<file path="src/sv/pcc_pkg.sv">
// Shared types and constants for the polygon convexity check.
// No dependencies.
package pcc_pkg;

  // Saturating vertex count codes
  localparam logic [1:0] CNT_NONE = 2'd0;
  localparam logic [1:0] CNT_ONE  = 2'd1;
  localparam logic [1:0] CNT_TWO  = 2'd2;
  localparam logic [1:0] CNT_FULL = 2'd3;

  // Points carried per item: older, newer, current, first, second
  localparam int NUM_POINTS  = 5;
  // Corners per item: (older,newer,cur), (newer,cur,first), (cur,first,second)
  localparam int NUM_CORNERS = 3;

  typedef struct packed {
    logic last;          // item closes the polygon
    logic corner;        // at least two vertices before this one
    logic first_corner;  // this item completes the first corner
  } pcc_flags_t;

endpackage

</file>
<file path="src/sv/pcc_judge.sv">
// Corner sign compare, running verdict and result register.
// Depends on pcc_pkg.
module pcc_judge import pcc_pkg::*; #(
  parameter int COORD_BITS = 24
) (
  input  logic                           clk,
  input  logic                           rst,
  input  logic                           s2_valid,
  output logic                           s2_ready,
  input  pcc_flags_t                     s2_flags,
  input  logic signed [2*COORD_BITS+1:0] s2_prod_p [NUM_CORNERS],
  input  logic signed [2*COORD_BITS+1:0] s2_prod_q [NUM_CORNERS],
  output logic                           out_valid,
  input  logic                           out_ready,
  output logic                           is_convex,
  output logic                           too_few_vertices
);

  logic                   first_sign_positive;
  logic                   mismatch_seen;
  logic [NUM_CORNERS-1:0] positive;
  logic                   sign_ref;
  logic                   mismatch_next;
  logic                   take;

  // zero product counts as not positive
  for (genvar k = 0; k < NUM_CORNERS; k++) begin : g_sign
    assign positive[k] = s2_prod_p[k] > s2_prod_q[k];
  end

  // only items that close a polygon need the output slot
  assign s2_ready = !s2_flags.last || !out_valid || out_ready;
  assign take     = s2_valid && s2_ready;

  always_comb begin
    sign_ref      = s2_flags.first_corner ? positive[0] : first_sign_positive;
    mismatch_next = mismatch_seen;
    if (s2_flags.corner && !s2_flags.first_corner && (positive[0] != first_sign_positive)) begin
      mismatch_next = 1'b1;
    end
    // wrap-around corners on the closing vertex
    if (s2_flags.last && s2_flags.corner &&
        ((positive[1] != sign_ref) || (positive[2] != sign_ref))) begin
      mismatch_next = 1'b1;
    end
  end

  always_ff @(posedge clk) begin
    if (rst) begin
      first_sign_positive <= 1'b0;
      mismatch_seen       <= 1'b0;
      out_valid           <= 1'b0;
    end else begin
      if (take) begin
        if (s2_flags.last) begin
          first_sign_positive <= 1'b0;
          mismatch_seen       <= 1'b0;
        end else begin
          first_sign_positive <= sign_ref;
          mismatch_seen       <= mismatch_next;
        end
      end
      if (take && s2_flags.last) begin
        out_valid <= 1'b1;
      end else if (out_ready) begin
        out_valid <= 1'b0;
      end
    end
  end

  always_ff @(posedge clk) begin
    if (take && s2_flags.last) begin
      is_convex        <= s2_flags.corner && !mismatch_next;
      too_few_vertices <= !s2_flags.corner;
    end
  end

endmodule

</file>
<file path="config.mk">
export PLATFORM = sky130hd
export DESIGN_NAME = pcc_judge
export DESIGN_NICKNAME = d
export VERILOG_FILES = /design/src/sv/pcc_pkg.sv /design/src/sv/pcc_judge.sv
export SDC_FILE = /design/constraint.sdc
export NUM_CORES = 1
export LEC_CHECK = 0
export BUFFER_PORTS_ARGS = -buffer_cell sky130_fd_sc_hd__buf_4
export CAP_MARGIN = 20
export CORE_AREA = 2 2 121 123
export DETAILED_ROUTE_END_ITERATION = 10
export DIE_AREA = 0 0 123 125
export GPL_TIMING_DRIVEN = 1
export PLACE_DENSITY = 0.68
export SLEW_MARGIN = 20
export SYNTH_ARGS = -nofsm -noshare
export SYNTH_HDL_FRONTEND = slang
export SYNTH_SLANG_ARGS = --single-unit
</file>
<file path="constraint.sdc">
create_clock -name clk -period 3.4 [get_ports clk]
set_input_delay 0.17 -clock clk [delete_from_list [all_inputs] [get_ports clk]]
set_output_delay 0.17 -clock clk [all_outputs]
set_load 0.02 [all_outputs]
</file>
Word level (Yosys, flattened, before mapping)
Index checks and enable logic that the tools add are counted.
- register bits after elaboration: 5
- logic and storage cells: 34
- magnitude comparators: 3
- equality and inequality tests: 3
- multiplexer cells: 7
- reduce and logical (&&, ||, !) cells: 16
- operators by type and width (kind ; number):
    $gt A50 B50 Y1 ; 3
    $logic_and A1 B1 Y1 ; 7
    $mux W1 ; 7
    $logic_not A1 Y1 ; 5
    $logic_or A1 B1 Y1 ; 3
    $ne A1 B1 Y1 ; 3
    $reduce_bool A2 Y1 ; 1

Longest topological paths before layout
- word-level depth: 8
- mapped depth: 11
- depth with buffers taken out: 11

Worst setup path before layout
No wires, ideal clock.
- path type: input port to flip-flop
- start point: in s2_prod_q[108] (netlist name)
- end point: reg is_convex (data pin)
- library setup time: 0.174 ns
- arrival: 2.522 ns
- data required time: 3.226 ns
- path slack: 0.704 ns
- stages: 11
- path buffers: 0
- path through: inv_1 > ha_1 > and4_1 > and4bb_1 > a221o_1 > a211oi_1 > o211a_1 > nand2_1 > mux2i_1 > or4_1 > a311oi_1
- cells in the longest elaborated chain, start to end: 8
- ends and longest elaborated chain (item ; line ; RTL):
    start, declared ; pcc_judge.sv:12 ; input logic signed [2*COORD_BITS+1:0] s2_prod_q [NUM_CORNERS],
    $gt A50 B50 Y1 * ; pcc_judge.sv:28 ; assign positive[k] = s2_prod_p[k] > s2_prod_q[k];
    $mux W1 ; pcc_judge.sv:36 ; sign_ref = s2_flags.first_corner ? positive[0] : first_sign_positive;
    $ne A1 B1 Y1 ; pcc_judge.sv:43 ; ((positive[1] != sign_ref) || (positive[2] != sign_ref))) begin
    $logic_or A1 B1 Y1 ; pcc_judge.sv:43 ;
    $logic_and A1 B1 Y1 ; pcc_judge.sv:42 ; if (s2_flags.last && s2_flags.corner &&
    $mux W1 * ; pcc_judge.sv:42 ;
    $logic_not A1 Y1 * ; pcc_judge.sv:73 ; is_convex <= s2_flags.corner && !mismatch_next;
    $logic_and A1 B1 Y1 * ; pcc_judge.sv:73 ;
    end signal, assigned ; pcc_judge.sv:73 ;
    end, declared ; pcc_judge.sv:15 ; output logic is_convex,
Every way passes the cells marked *; elsewhere a longest branch is shown, timed or not.
A chain may end at the register's enable or synchronous reset.

Final worst setup path
- start point: in s2_prod_p[108] (netlist name)
- end point: reg is_convex (data pin)
- cells in the longest elaborated chain, start to end: 8
- ends and longest elaborated chain (item ; line ; RTL):
    start, declared ; pcc_judge.sv:11 ; input logic signed [2*COORD_BITS+1:0] s2_prod_p [NUM_CORNERS],
    $gt A50 B50 Y1 * ; pcc_judge.sv:28 ;
    $mux W1 ; pcc_judge.sv:36 ;
    $ne A1 B1 Y1 ; pcc_judge.sv:43 ;
    $logic_or A1 B1 Y1 ; pcc_judge.sv:43 ;
    $logic_and A1 B1 Y1 ; pcc_judge.sv:42 ;
    $mux W1 * ; pcc_judge.sv:42 ;
    $logic_not A1 Y1 * ; pcc_judge.sv:73 ;
    $logic_and A1 B1 Y1 * ; pcc_judge.sv:73 ;
Marks and branches as above.

==> impl_metrics.toml <==
[status]
status = "finished, final reports clean"

[timing]
worst_pin_slew_ps = 504
holdWs_ps = 151
fin_crit_ps = 2830
finalWorstSetupSlack_ps = 574
hold_viol = 0
finClkSkew_ps = 1.16
rsz0062_at_grt = "no"
drv_slew = 0
slew_headroom = 0.661
max_freq_ghz = 0.354
setup_viol = 0
fin_tns_setup_ps = 0
finalCritPeriodShare = 0.831

[global_route]
grt_pass1_wl_um = 21200
antenna_found_initial = 0
overflow = 0
gr-usage-all-layers = 0.169
grt_max_degree = 7
grt_pass1_vias = 4896

[final_layout]
mostFrequentLayoutCell = "buf_4"
diodes = 0
fin_nets = 1343
finalCoreUtilization = 0.474
drive_gt1_frac = 0.362
syn_to_final_growth_pct = 64.3
layout_common_cells = "310 x buf_4, 156 x inv_1, 150 x ha_1"
fill_cells = 1472

[cts]
clockBufferDepth = 2
clk_latency_ps = 230
path_clk_slew_ps = 30
postCtsSetupBuffers = 0
hold_buffers = 0
cts_resized = 0
numCtsBuffers = 3
clock-root-buffer = "clkbuf_16"
clkSinkCount = 5
cts_tree = "built"
htreeDepth = 1

[route]
drt_iter0_drc = 68
drtPass1Iterations = 4
wl_per_cell_um = 12.6
vias = 4937
drtAntennaViolNets = 0
drc = 0
post_drt_via_cell_ratio = 4.62
routed_wl_um = 13400

[die]
die_area_sq_um = 15400
pin_count = 311
core_area_sq_um = 14200
std_cell_rows = 44
die_width_um = 123
die_h_um = 125
initial_core_util = 0.289

[power_and_ir_drop]
vdd_drop_max_uv = 90.4
power.leakage_nw = 4.10
finalPower_mw = 0.951
power_density_nw_per_um2 = 141

[logic_synthesis]
async_reset_ff_frac = 0
synth_area_per_cell_sq_um = 7.18
synth_cells = 571
syn-num-nets = 1028
yosysTopAreaCell = "ha_1"
netlist.area_leader.share = 0.458
ys_ff_latch = 5
ys.warnings.count = 0
synthesis.area_sq_um = 4100
synthFlopType = "dfxtp_1"
synth_area_leaders = "ha_1 46%, inv_1 14%, a21oi_1 6.8%, nand4_1 3.7%, nand2_1 3.5%"
ys_seq_area_frac = 0.0293
synth_cell_type_count = 45
synth-edff-count = 2

[critical_path]
worst-r2r-cell-count = 3
crit_required_ps = 3450
cp-end-kind = "register"
critical_path_arrival_ps = 2880
critPathKind = "in -> reg"
slowest_stage = "or4_1"
crit_chain = "buf_4 > ha_1 > and4_1 > and4bb_1 > a221o_1 > a211oi_1 > o211a_1 > nand2_1 > mux2i_1 > or4_1 > a311oi_1"
critical_path.max_fanout = 3
slowest_delay_ps = 520
critPathLaunchType = "input port"

[run]
cap_violations = 0

[place]
pre_cts_slack_ps = 318
gp_congestion = 0.850
port_buffers = 310
hpwl_um = 12800

[min_path]
hold_depth = 2
hp-class = "in -> reg"
==> metal layers <==
layer / vias to the layer above / part of all wire / global-route usage
li1: 2621 / - / -
met1: 2109 / 0.38 / 0.185
met2: 189 / 0.50 / 0.319
met3: 18 / 0.11 / 0.0552
met4: 0 / 0.016 / 0.0241
met5: - / 0 / 0
==> final timing paths <==
path,start,endpoint,slack (ps)
min,rst,out_valid,150
max,s2_prod_p[108],is_convex,570
max reg2reg,first_sign_positive,is_convex,2000
min reg2reg,mismatch_seen,mismatch_seen,480
==> synth_stat cells, types with 4 or more instances <==
| cell | number |
|---|---|
| ha_1 | 150 |
| nor2_1 | 17 |
| a221oi_1 | 4 |
| nand2_1 | 38 |
| a211oi_1 | 5 |
| a221o_1 | 5 |
| inv_1 | 156 |
| nand3_1 | 23 |
| o21ai_0 | 22 |
| mux2i_1 | 4 |
| and4_1 | 4 |
| a21oi_1 | 56 |
| nand4_1 | 24 |
| nor3_1 | 6 |
| a21o_1 | 13 |
| nand2b_1 | 4 |
==> kinds of logic (layout without fill, tap and decap cells) <==
family | count (synthesis) | count (layout) | share of synthesized area
buf+inv | 156 | 470 | 0.143
fa+ha+maj | 150 | 150 | 0.458
simple gates | 136 | 136 | 0.181
compound gates | 120 | 120 | 0.179
flops | 5 | 5 | 0.0293
mux | 4 | 4 | 0.00976
==> sequential cells by signal, summed over array words and instances, names as in the netlist <==
name / flops
first_sign_positive: 1
is_convex: 1
mismatch_seen: 1
out_valid: 1
too_few_vertices: 1
==> layout make-up <==
type                    count  area (sq um)  share of cell area
clock buffers               4          78.8              0.0117
well taps                 184           230              0.0342
multi-input cells         410          3400               0.504
flip-flops and latches      5           120              0.0178
repair buffers            310          2330               0.345
inverters                 156           586              0.0869
==> through the flow <==
step | cell area, sq um | std cells
floorplan | 4100 | 571
global placement | 6660 | 1065
detailed placement | 6660 | 1065
CTS | 6740 | 1069
global route | 6740 | 1069
finish | 6740 | 1069
==> where the power goes <==
group          leakage [nW]  total (mW)  internal (mW)  switching [mW]
clock network        0.0382       0.195          0.155          0.0393
registers            0.0433      0.0673         0.0660         0.00135
logic                  4.02       0.689          0.408           0.281
==> worst max-delay path, delay by kind of cell <==
family                   cells  cell delay, ps
buffers and inverters        1             110
AO/OA/AOI/OAI                4            1090
AND/OR/NAND/NOR              4            1010
adder cells (fa/ha/maj)      1             320
multiplexers                 1             170
No activity file was read; power rests on OpenSTA's default activity.
