**src/sv/pcc_pkg.sv**
```systemverilog
// Shared types and constants for the polygon convexity check.
// No dependencies.
package pcc_pkg;

  // Saturating vertex count codes
  localparam logic [1:0] CNT_NONE = 2'd0;
  localparam logic [1:0] CNT_ONE  = 2'd1;
  localparam logic [1:0] CNT_TWO  = 2'd2;
  localparam logic [1:0] CNT_FULL = 2'd3;

  // Points carried per item: older, newer, current, first, second
  localparam int NUM_POINTS  = 5;
  // Corners per item: (older,newer,cur), (newer,cur,first), (cur,first,second)
  localparam int NUM_CORNERS = 3;

  typedef struct packed {
    logic last;          // item closes the polygon
    logic corner;        // at least two vertices before this one
    logic first_corner;  // this item completes the first corner
  } pcc_flags_t;

endpackage

```
**src/sv/pcc_front.sv**
```systemverilog
// Vertex history and input register stage.
// Depends on pcc_pkg.
module pcc_front import pcc_pkg::*; #(
  parameter int COORD_BITS = 24
) (
  input  logic                         clk,
  input  logic                         rst,
  input  logic                         in_valid,
  output logic                         in_ready,
  input  logic signed [COORD_BITS-1:0] vertex_x,
  input  logic signed [COORD_BITS-1:0] vertex_y,
  input  logic                         last_vertex,
  output logic                         s1_valid,
  input  logic                         s1_ready,
  output pcc_flags_t                   s1_flags,
  output logic signed [COORD_BITS-1:0] s1_px [NUM_POINTS],
  output logic signed [COORD_BITS-1:0] s1_py [NUM_POINTS]
);

  logic signed [COORD_BITS-1:0] first_x, first_y, second_x, second_y;
  logic signed [COORD_BITS-1:0] older_x, older_y, newer_x, newer_y;
  logic [1:0]                   seen_count;
  logic [1:0]                   seen_count_next;
  logic                         accept;
  pcc_flags_t                   flags_next;

  assign in_ready = !s1_valid || s1_ready;
  assign accept   = in_valid && in_ready;

  assign seen_count_next = last_vertex ? CNT_NONE :
                           (seen_count == CNT_FULL) ? CNT_FULL : seen_count + 2'd1;

  always_comb begin
    flags_next.last         = last_vertex;
    flags_next.corner       = (seen_count == CNT_TWO) || (seen_count == CNT_FULL);
    flags_next.first_corner = (seen_count == CNT_TWO);
  end

  always_ff @(posedge clk) begin
    if (rst) begin
      seen_count <= CNT_NONE;
      s1_valid   <= 1'b0;
    end else begin
      if (accept) begin
        seen_count <= seen_count_next;
      end
      if (in_ready) begin
        s1_valid <= in_valid;
      end
    end
  end

  // history and operand registers, no reset needed: read only once written
  always_ff @(posedge clk) begin
    if (accept) begin
      case (seen_count)
        CNT_NONE: begin
          first_x <= vertex_x;
          first_y <= vertex_y;
        end
        CNT_ONE: begin
          second_x <= vertex_x;
          second_y <= vertex_y;
        end
        default: ;
      endcase
      older_x  <= newer_x;
      older_y  <= newer_y;
      newer_x  <= vertex_x;
      newer_y  <= vertex_y;
      s1_flags <= flags_next;
      s1_px[0] <= older_x;
      s1_py[0] <= older_y;
      s1_px[1] <= newer_x;
      s1_py[1] <= newer_y;
      s1_px[2] <= vertex_x;
      s1_py[2] <= vertex_y;
      s1_px[3] <= first_x;
      s1_py[3] <= first_y;
      s1_px[4] <= second_x;
      s1_py[4] <= second_y;
    end
  end

endmodule

```
**config.mk**
```make
export PLATFORM = sky130hd
export DESIGN_NAME = pcc_front
export DESIGN_NICKNAME = d
export VERILOG_FILES = /design/src/sv/pcc_pkg.sv /design/src/sv/pcc_front.sv
export SDC_FILE = /design/constraint.sdc
export NUM_CORES = 1
export LEC_CHECK = 0
export ABC_AREA = 1
export BUFFER_PORTS_ARGS = -buffer_cell sky130_fd_sc_hd__buf_4
export CORE_MARGIN = 8
export CORE_UTILIZATION = 25
export CTS_CLUSTER_DIAMETER = 30
export DETAILED_ROUTE_END_ITERATION = 8
export PLACE_DENSITY_LB_ADDON = 0.25
export SLEW_MARGIN = 10
export SYNTH_ARGS = -nofsm -noshare
export SYNTH_HDL_FRONTEND = slang
export SYNTH_SLANG_ARGS = --single-unit
```
**constraint.sdc**
```tcl
create_clock -name clk -period 6.6 [get_ports clk]
set_clock_uncertainty 0.15 [all_clocks]
set_input_delay 0.99 -clock clk [delete_from_list [all_inputs] [get_ports clk]]
set_output_delay 0.99 -clock clk [all_outputs]
set_load 0.02 [all_outputs]
```
Word-level counts from Yosys, hierarchy flattened:

Index checks and enable logic that the tools add are counted.

* input bits: 53
* register bits after elaboration: 342
* memories kept: 0
* output and inout bits: 245
* latch bits: 0
* bits in read-only memories: 0
* word-level logic and storage cells: 32
* memory bits (writable): 0

* $lt $le $gt $ge: 0
* bitwise operators: 0
* multiply operators: 0
* multiplexer cells: 2
* reduce and logical (&&, ||, !) cells: 7
* eq/ne operators: 3
* shift-type cells: 0
* $add $sub $neg: 1
* divide/modulo/power cells: 0

Operator list (count)
* $eq 2x2->1 const B: 2
* $mux 2: 2
* $reduce_and 2->1: 2
* $add 2x1->2 const B: 1
* $eq 2x1->1 const B: 1
* $logic_not 2->1: 1
* $logic_or 1x1->1: 2
* $logic_and 1x1->1: 1
* $logic_not 1->1: 1

Logic depth before layout (Yosys ltp):

Gate-level depths: netlist of the first run.

* depth after elaboration: 4
* mapped depth: 6
* depth with buffers taken out: 6

Worst setup path after synthesis of the first run:

No wires, ideal clock.

* kind: input-to-reg
* start: in s1_ready
* end: reg newer_x[0], enable pin
* required time: 5855 ps
* arrival: 5902 ps
* path slack: -47 ps
* stages on the path: 4
* buffers on the path: 0
* library setup time: 595 ps
* cell sequence: inv_2 > nand2_4 > nand2_4 > inv_1

* cells in the longest elaborated chain, start to end: 2

Ends and longest elaborated chain
* start: declaration: line pcc_front.sv:14 `input logic s1_ready,`
* $logic_or 1x1->1: line pcc_front.sv:27 `assign in_ready = !s1_valid || s1_ready;`
* named net in_ready: line pcc_front.sv:9 `output logic in_ready,`
* $logic_and 1x1->1: line pcc_front.sv:28 `assign accept = in_valid && in_ready;`
* named net accept: line pcc_front.sv:24 `logic accept;`
* end signal: assignment: line pcc_front.sv:69 `newer_x <= vertex_x;`
* end: declaration: line pcc_front.sv:21 `logic signed [COORD_BITS-1:0] older_x, older_y, newer_x, newer_y;`

The timed path passes the listed nets, and every way through them passes these cells.
A chain may end at the register's enable or synchronous reset.

Worst setup path in the final report of the first run:

* start: in s1_ready
* end: reg s1_py[38] (netlist name), enable pin

* cells in the longest elaborated chain, start to end: 2

Ends and longest elaborated chain
* $logic_or 1x1->1: line pcc_front.sv:27
* $logic_and 1x1->1: line pcc_front.sv:28
* named net accept: line pcc_front.sv:24
* end: declaration: line pcc_front.sv:17 `output logic signed [COORD_BITS-1:0] s1_py [NUM_POINTS]`

The timed path passes the listed nets, and every way through them passes these cells.

==> results.cfg, run 1 <==
[sta]
fmax_ghz = 0.361
setup_viol_count_final = 0
finalCriticalPeriod_ns = 2.77
tightest_slew_ns = 0.936
hold_viol_final = 0
fin_crit_sh_pct = 42.0
drv_slew = 0
slew_headroom_pct = 37.5
rsz0062_at_grt = false
finalSetupTns_ns = 0

[grt]
grt_pass1_vias = 5497
grt.total_usage_pct = 9.41
grt_pass1_wl_microns = 33900
grt_overflow = 0
grt_start_max_net_pins = 99
antenna_found_initial = 0

[synthesis]
yosys.area.top_type_share_pct = 98.4
synth_fp_nets = 418
synth_common_cells = 339 x edfxtp_1, 6 x nand2_1, 5 x inv_1, 5 x nor2_1, 3 x dfxtp_1
synth.avg_cell_area_sq_um = 28.3
synth-edff-count = 339
syn_area_sq_um = 10300
ys_ff_latch = 342
yosysUniqueCellTypes = 10
synthTopCellsByArea = edfxtp_1 98%, dfxtp_1 0.58%, nand2_1 0.22%
yosys_warnings = 0
yosysSeqAreaShare_pct = 99.0
yosysMostFrequentCell = edfxtp_1
ys.flop_type = edfxtp_1
yosys.area.top_type = edfxtp_1
async_flop_share_pct = 0
synth_cells = 365

[min_path]
min_to = s1_px[38]$_DFFE_PP_
worstHoldPathType = reg2reg
min_path_cells = 0
hold_start = first_x[14]$_DFFE_PP_

[place]
port_buffers = 297
place_hpwl_microns = 15100
gp_congestion = 0.692

[worst_setup_path]
critPathSlowestCell = clkinvlp_4
startpoint_type = primary input
cp.arrival_ns = 2.82
critPathTopFamily = buffers and inverters
r2r-end = s1_py[38]$_DFFE_PP_
rr_worst_depth = 4
worst-path-max-fanout = 65
cpPeakStageDelay_ns = 0.74
r2r_setup_slack_ns = 4.02
crit_chain = buf_4, inv_2, nand2_4, nand2_4, clkinvlp_4, buf_4
path_buf_inv = 4
end_kind = flip-flop
path_class = in2reg
required_ns = 6.64
r2r_start = s1_valid$_SDFFE_PP0P_

[drt]
drc = 0
drtPass1Iterations = 4
drt-initial-drc-count = 262
viasPerCell = 3.74
ant_nets = 0
wl_per_cell_microns = 17.4
drt_wl_total_microns = 23400
vias = 5018

[cells_and_area]
syn2layout_area_growth_pct = 54.8
layout-drive-gt1-share_pct = 53.3
diodes = 0
fin_nets = 799
finalCoreUtilization_pct = 39.2

[clock_network]
clk_path_buf_depth = 3
cts_buffers = 78
cts_resized = 0
ctsHoldBuffers = 0
cts_tree = done
cts.sinks = 342
cts_max_level = 3
cts-root-buf = clkbuf_16
post_cts_buffers = 0
clk_latency_ns = 0.56
clk_pin_slew_ns = 0.05

[floorplanning]
start_util_pct = 25.3
ios = 298
die_w_microns = 219
core-area_sq_um = 40800
die-area_sq_um = 48100
rows = 74
die_h_microns = 219

[power_and_ir_drop]
power.density_nw_per_um2 = 428
p_leak_uw = 0.00610
ir_worst_vdd_v = 0.000220

[run]
cap_violations = 0

[outcome]
status = finished, final reports clean
cells by family (layout without fill, tap and decap cells):
| logic type | after synthesis | count (layout) | share of synthesized area [%] |
|---|---|---|---|
| AND/OR/NAND/NOR | 15 | 15 | 0.714 |
| buffers and inverters | 7 | 452 | 0.254 |
| AO/OA/AOI/OAI | 1 | 1 | 0.0483 |
| flip-flops | 342 | 342 | 99.0 |
cell type report:
| type | count | area [sq um] |
|---|---|---|
| tap | 532 | 666 |
| timing repair buffer | 302 | 2280 |
| clock buffer | 90 | 2060 |
| inverter | 6 | 26.3 |
| fill | 3745 | 24800 |
| multi-input combinational | 16 | 86.3 |
| clock inverter | 54 | 659 |
| sequential | 342 | 10200 |
flip-flops by register name, summed over array words and instances (netlist names):
name,count
first_x,24
first_y,24
newer_x,24
newer_y,24
older_x,24
older_y,24
s1_flags,3
s1_px,72
s1_py,72
s1_valid,1
second_x,24
second_y,24
seen_count,2
worst register-to-register path: cells and delay by family, from the launching register on:
family        cells  cell delay, ns
flops             1            0.37
simple gates      2            0.20
buf+inv           2            1.43
worst max path at each step:
stage                  start                   end  slack [ns]  cells after the start
floorplan           s1_ready  newer_x[0]$_DFFE_PP_        1.21                      4
global placement    s1_ready   s1_py[29]$_DFFE_PP_        3.20                      6
detailed placement  s1_ready   s1_py[29]$_DFFE_PP_        3.16                      6
CTS                 s1_ready  s1_px[107]$_DFFE_PP_        3.81                      6
global route        s1_ready  s1_px[107]$_DFFE_PP_        3.64                      6
finish              s1_ready   s1_py[38]$_DFFE_PP_        3.83                      6
routing by layer:
metal	global-route usage, %	vias to the layer above	part of all wire [%]	routed length, microns
met4	3.87	0	2.2	513
met5	0	-	0	0
met2	14.6	218	47	11100
met1	10.3	2483	38	8880
li1	-	2268	-	-
met3	5.78	49	12	2910
power by group:
part           switching, uW  leakage, uW  internal [uW]
clock network           1160      0.00130           2740
registers               41.5      0.00327           2550
logic                    234      0.00153            130
through the flow:
stage | std cells | instance area [sq um] | worst slack, ns | hold slack [ns] | power [uW]
after detailed placement | 1198 | 13300 | 3.16 | 0.255 | 3010
after global routing | 1342 | 16000 | 3.64 | 0.266 | 7110
after global placement | 1198 | 13300 | 3.20 | 0.250 | 3000
after CTS | 1342 | 16000 | 3.81 | 0.256 | 6970
final | 1342 | 16000 | 3.83 | 0.258 | 6850
after floorplan | 365 | 10300 | 1.21 | 0.250 | 2800
placed cells by master, fill, tap and decap left out, drive strengths merged:
| cell | netlist | final |
|---|---|---|
| a21oi | 1 | 1 |
| buf | 0 | 302 |
| bufinv | 0 | 13 |
| clkbuf | 1 | 90 |
| clkinv | 0 | 27 |
| clkinvlp | 0 | 11 |
| dfxtp | 3 | 3 |
| edfxtp | 339 | 339 |
| inv | 6 | 9 |
| nand2 | 8 | 8 |
| nand3 | 2 | 2 |
| nor2 | 5 | 5 |
Power figures use the tool's default switching activity.
==> run 2: changes to the inputs <==
ABC_AREA = 0   (was 1)
clock period = 2.2 ns   (was 6.6 ns; I/O delays follow)
==> results.cfg, run 2 <==
[outcome]
status = finished, final reports clean

[power_and_ir_drop]
clkPwrFrac_pct = 56.2
power.density_nw_per_um2 = 1230
intPower_uw = 16200
power_frac_comb_pct = 5.7
p_seq_share_pct = 38.1
p_leak_uw = 0.00634
power_uw = 20400
switching_power_uw = 4180
ir_worst_vdd_v = 0.000580
swShare_pct = 20.5

[cells_and_area]
layout-drive-gt1-share_pct = 50.3
final_common_cell = edfxtp_1
nFillCells = 3650
top_regs = s1_px (72), s1_py (72)
diodes = 0
syn2layout_area_growth_pct = 60.7
design_area_sq_um = 16600
final_cell_mix = 339 x edfxtp_1, 300 x buf_4, 77 x clkbuf_16
finalCoreUtilization_pct = 40.7
fin_nets = 849

[floorplanning]
die-area_sq_um = 48100
rows = 74
start_util_pct = 25.3
die_w_microns = 219
core-area_sq_um = 40800
die_h_microns = 219
ios = 298

[clock_network]
cts-root-buf = clkbuf_16
cts.sinks = 342
post_cts_buffers = 0
cts_max_level = 3
cts_tree = done
clk_pin_slew_ns = 0.04
clk_latency_ns = 0.56
clk_path_buf_depth = 3
cts_buffers = 75

[grt]
grt_pass1_vias = 5745
grt.total_usage_pct = 9.72
grt_pass1_wl_microns = 35100
grt_start_max_net_pins = 84
grt_overflow = 0
antenna_found_initial = 0

[synthesis]
synth_fp_nets = 411
synth.avg_cell_area_sq_um = 28.9
async_flop_share_pct = 0
synthTopCellsByArea = edfxtp_1 99%, dfxtp_1 0.58%, nand2b_4 0.13%
yosys_warnings = 0
ys.flop_type = edfxtp_1
yosysMostFrequentCell = edfxtp_1
ys_ff_latch = 342
yosysUniqueCellTypes = 15
yosys.area.top_type_share_pct = 98.5
synth_cells = 358
yosys.area.top_type = edfxtp_1
synth_common_cells = 339 x edfxtp_1, 3 x dfxtp_1, 3 x inv_1
synth-edff-count = 339
syn_area_sq_um = 10300
yosysSeqAreaShare_pct = 99.1

[sta]
tightest_slew_ns = 0.505
setup_viol_count_final = 0
hold_viol_final = 0
finalCriticalPeriod_ns = 1.67
fin_crit_sh_pct = 76.1
rsz0062_at_grt = false
timing.hold.ws_ns = 0.0916
drv_slew = 0
slew_headroom_pct = 66.3
fmax_ghz = 0.597

[worst_setup_path]
cp.arrival_ns = 1.74
end_kind = flip-flop
required_ns = 2.26
path_class = in2reg
worst-path-max-fanout = 22
startpoint_type = primary input

[min_path]
worstHoldPathType = in2reg

[place]
gp_congestion = 0.671
post_dp_cell_area_sq_um = 13500
place_hpwl_microns = 16000
port_buffers = 297

[run]
cap_violations = 0

[drt]
vias = 5176
drtPass1Iterations = 4
drt-initial-drc-count = 290
drc = 0
ant_nets = 0
viasPerCell = 3.74
wl_per_cell_microns = 17.4
drt_wl_total_microns = 24200
## run 2: changes by cell type after synthesis, moves of 2 or more
cell,change
nor3_1,+2
nand3_1,-2
inv_1,-2
nor2_1,-4
nand2_1,-5
nand2_4,-2
## run 2: worst max-delay path, stage by stage
cell and delay, ns:
dlygate4sd3_1 0.54, buf_4 0.14, nand2_4 0.08, nor3_2 0.23, buf_4 0.39
## run 2: worst paths after layout
path	from	endpoint	slack, ns	depth (start not counted)
worst max-delay path	in_valid	first_y[0]$_DFFE_PP_	0.53	5
worst min-delay path	s1_ready	seen_count[0]$_SDFFE_PP0P_	0.09	4
worst max register to register	s1_valid$_SDFFE_PP0P_	first_y[0]$_DFFE_PP_	0.55	4
worst min register to register	first_y[18]$_DFFE_PP_	s1_py[42]$_DFFE_PP_	0.25	0
## run 2: metrics by stage
step	setup slack, ns	std cells	setup TNS, ns
floorplan	-2.57	358	-848.22
global placement	0.409	1198	0
detailed placement	0.400	1198	0
CTS	0.487	1385	0
global route	0.477	1385	0
finish	0.525	1385	0
## run 2: kinds of logic (layout without fill, tap and decap cells)
group	after synthesis	after routing	share of synthesized area, %
muxes	1	1	0.0969
buffers and inverters	4	499	0.145
AOI/OAI and AO/OA	4	4	0.242
DFF	342	342	99.1
and+or+nand+nor	7	7	0.424
## run 2: routing by layer
layer  part of all wire [%]  track usage, %  vias to the layer above
met5                      0               0                        -
li1                       -               -                     2366
met1                     38            10.5                     2522
met2                     48            15.4                      239
met4                    2.6            4.27                        0
met3                     11            5.60                       49
## run 2: what timing repair did
action / CTS / global route
endpoints found under the hold margin: 148 / 0
gates resized for setup: 0 / 0
hold buffers: 53 / 0
## run 2: layout make-up
class                   instances  area, sq um  share of cell area [%]
flip-flops and latches        342        10200                    61.7
repair buffers                362         2960                    17.8
clock buffers                  85         1960                    11.8
well taps                     532          666                    4.01
inverters                       3         15.0                  0.0904
multi-input cells              12         96.3                   0.580
clock inverters                49          664                    4.00
## run 2: power by group through the flow
stage | Clock [uW] | Sequential (uW) | Combinational, uW
2_1_floorplan | 0 | 8220 | 123
3_3_place_gp | 0 | 7860 | 1120
3_5_place_dp | 0 | 7870 | 1120
4_1_cts | 11800 | 7760 | 1200
5_1_grt | 12100 | 7790 | 1240
6_report | 11500 | 7760 | 1170
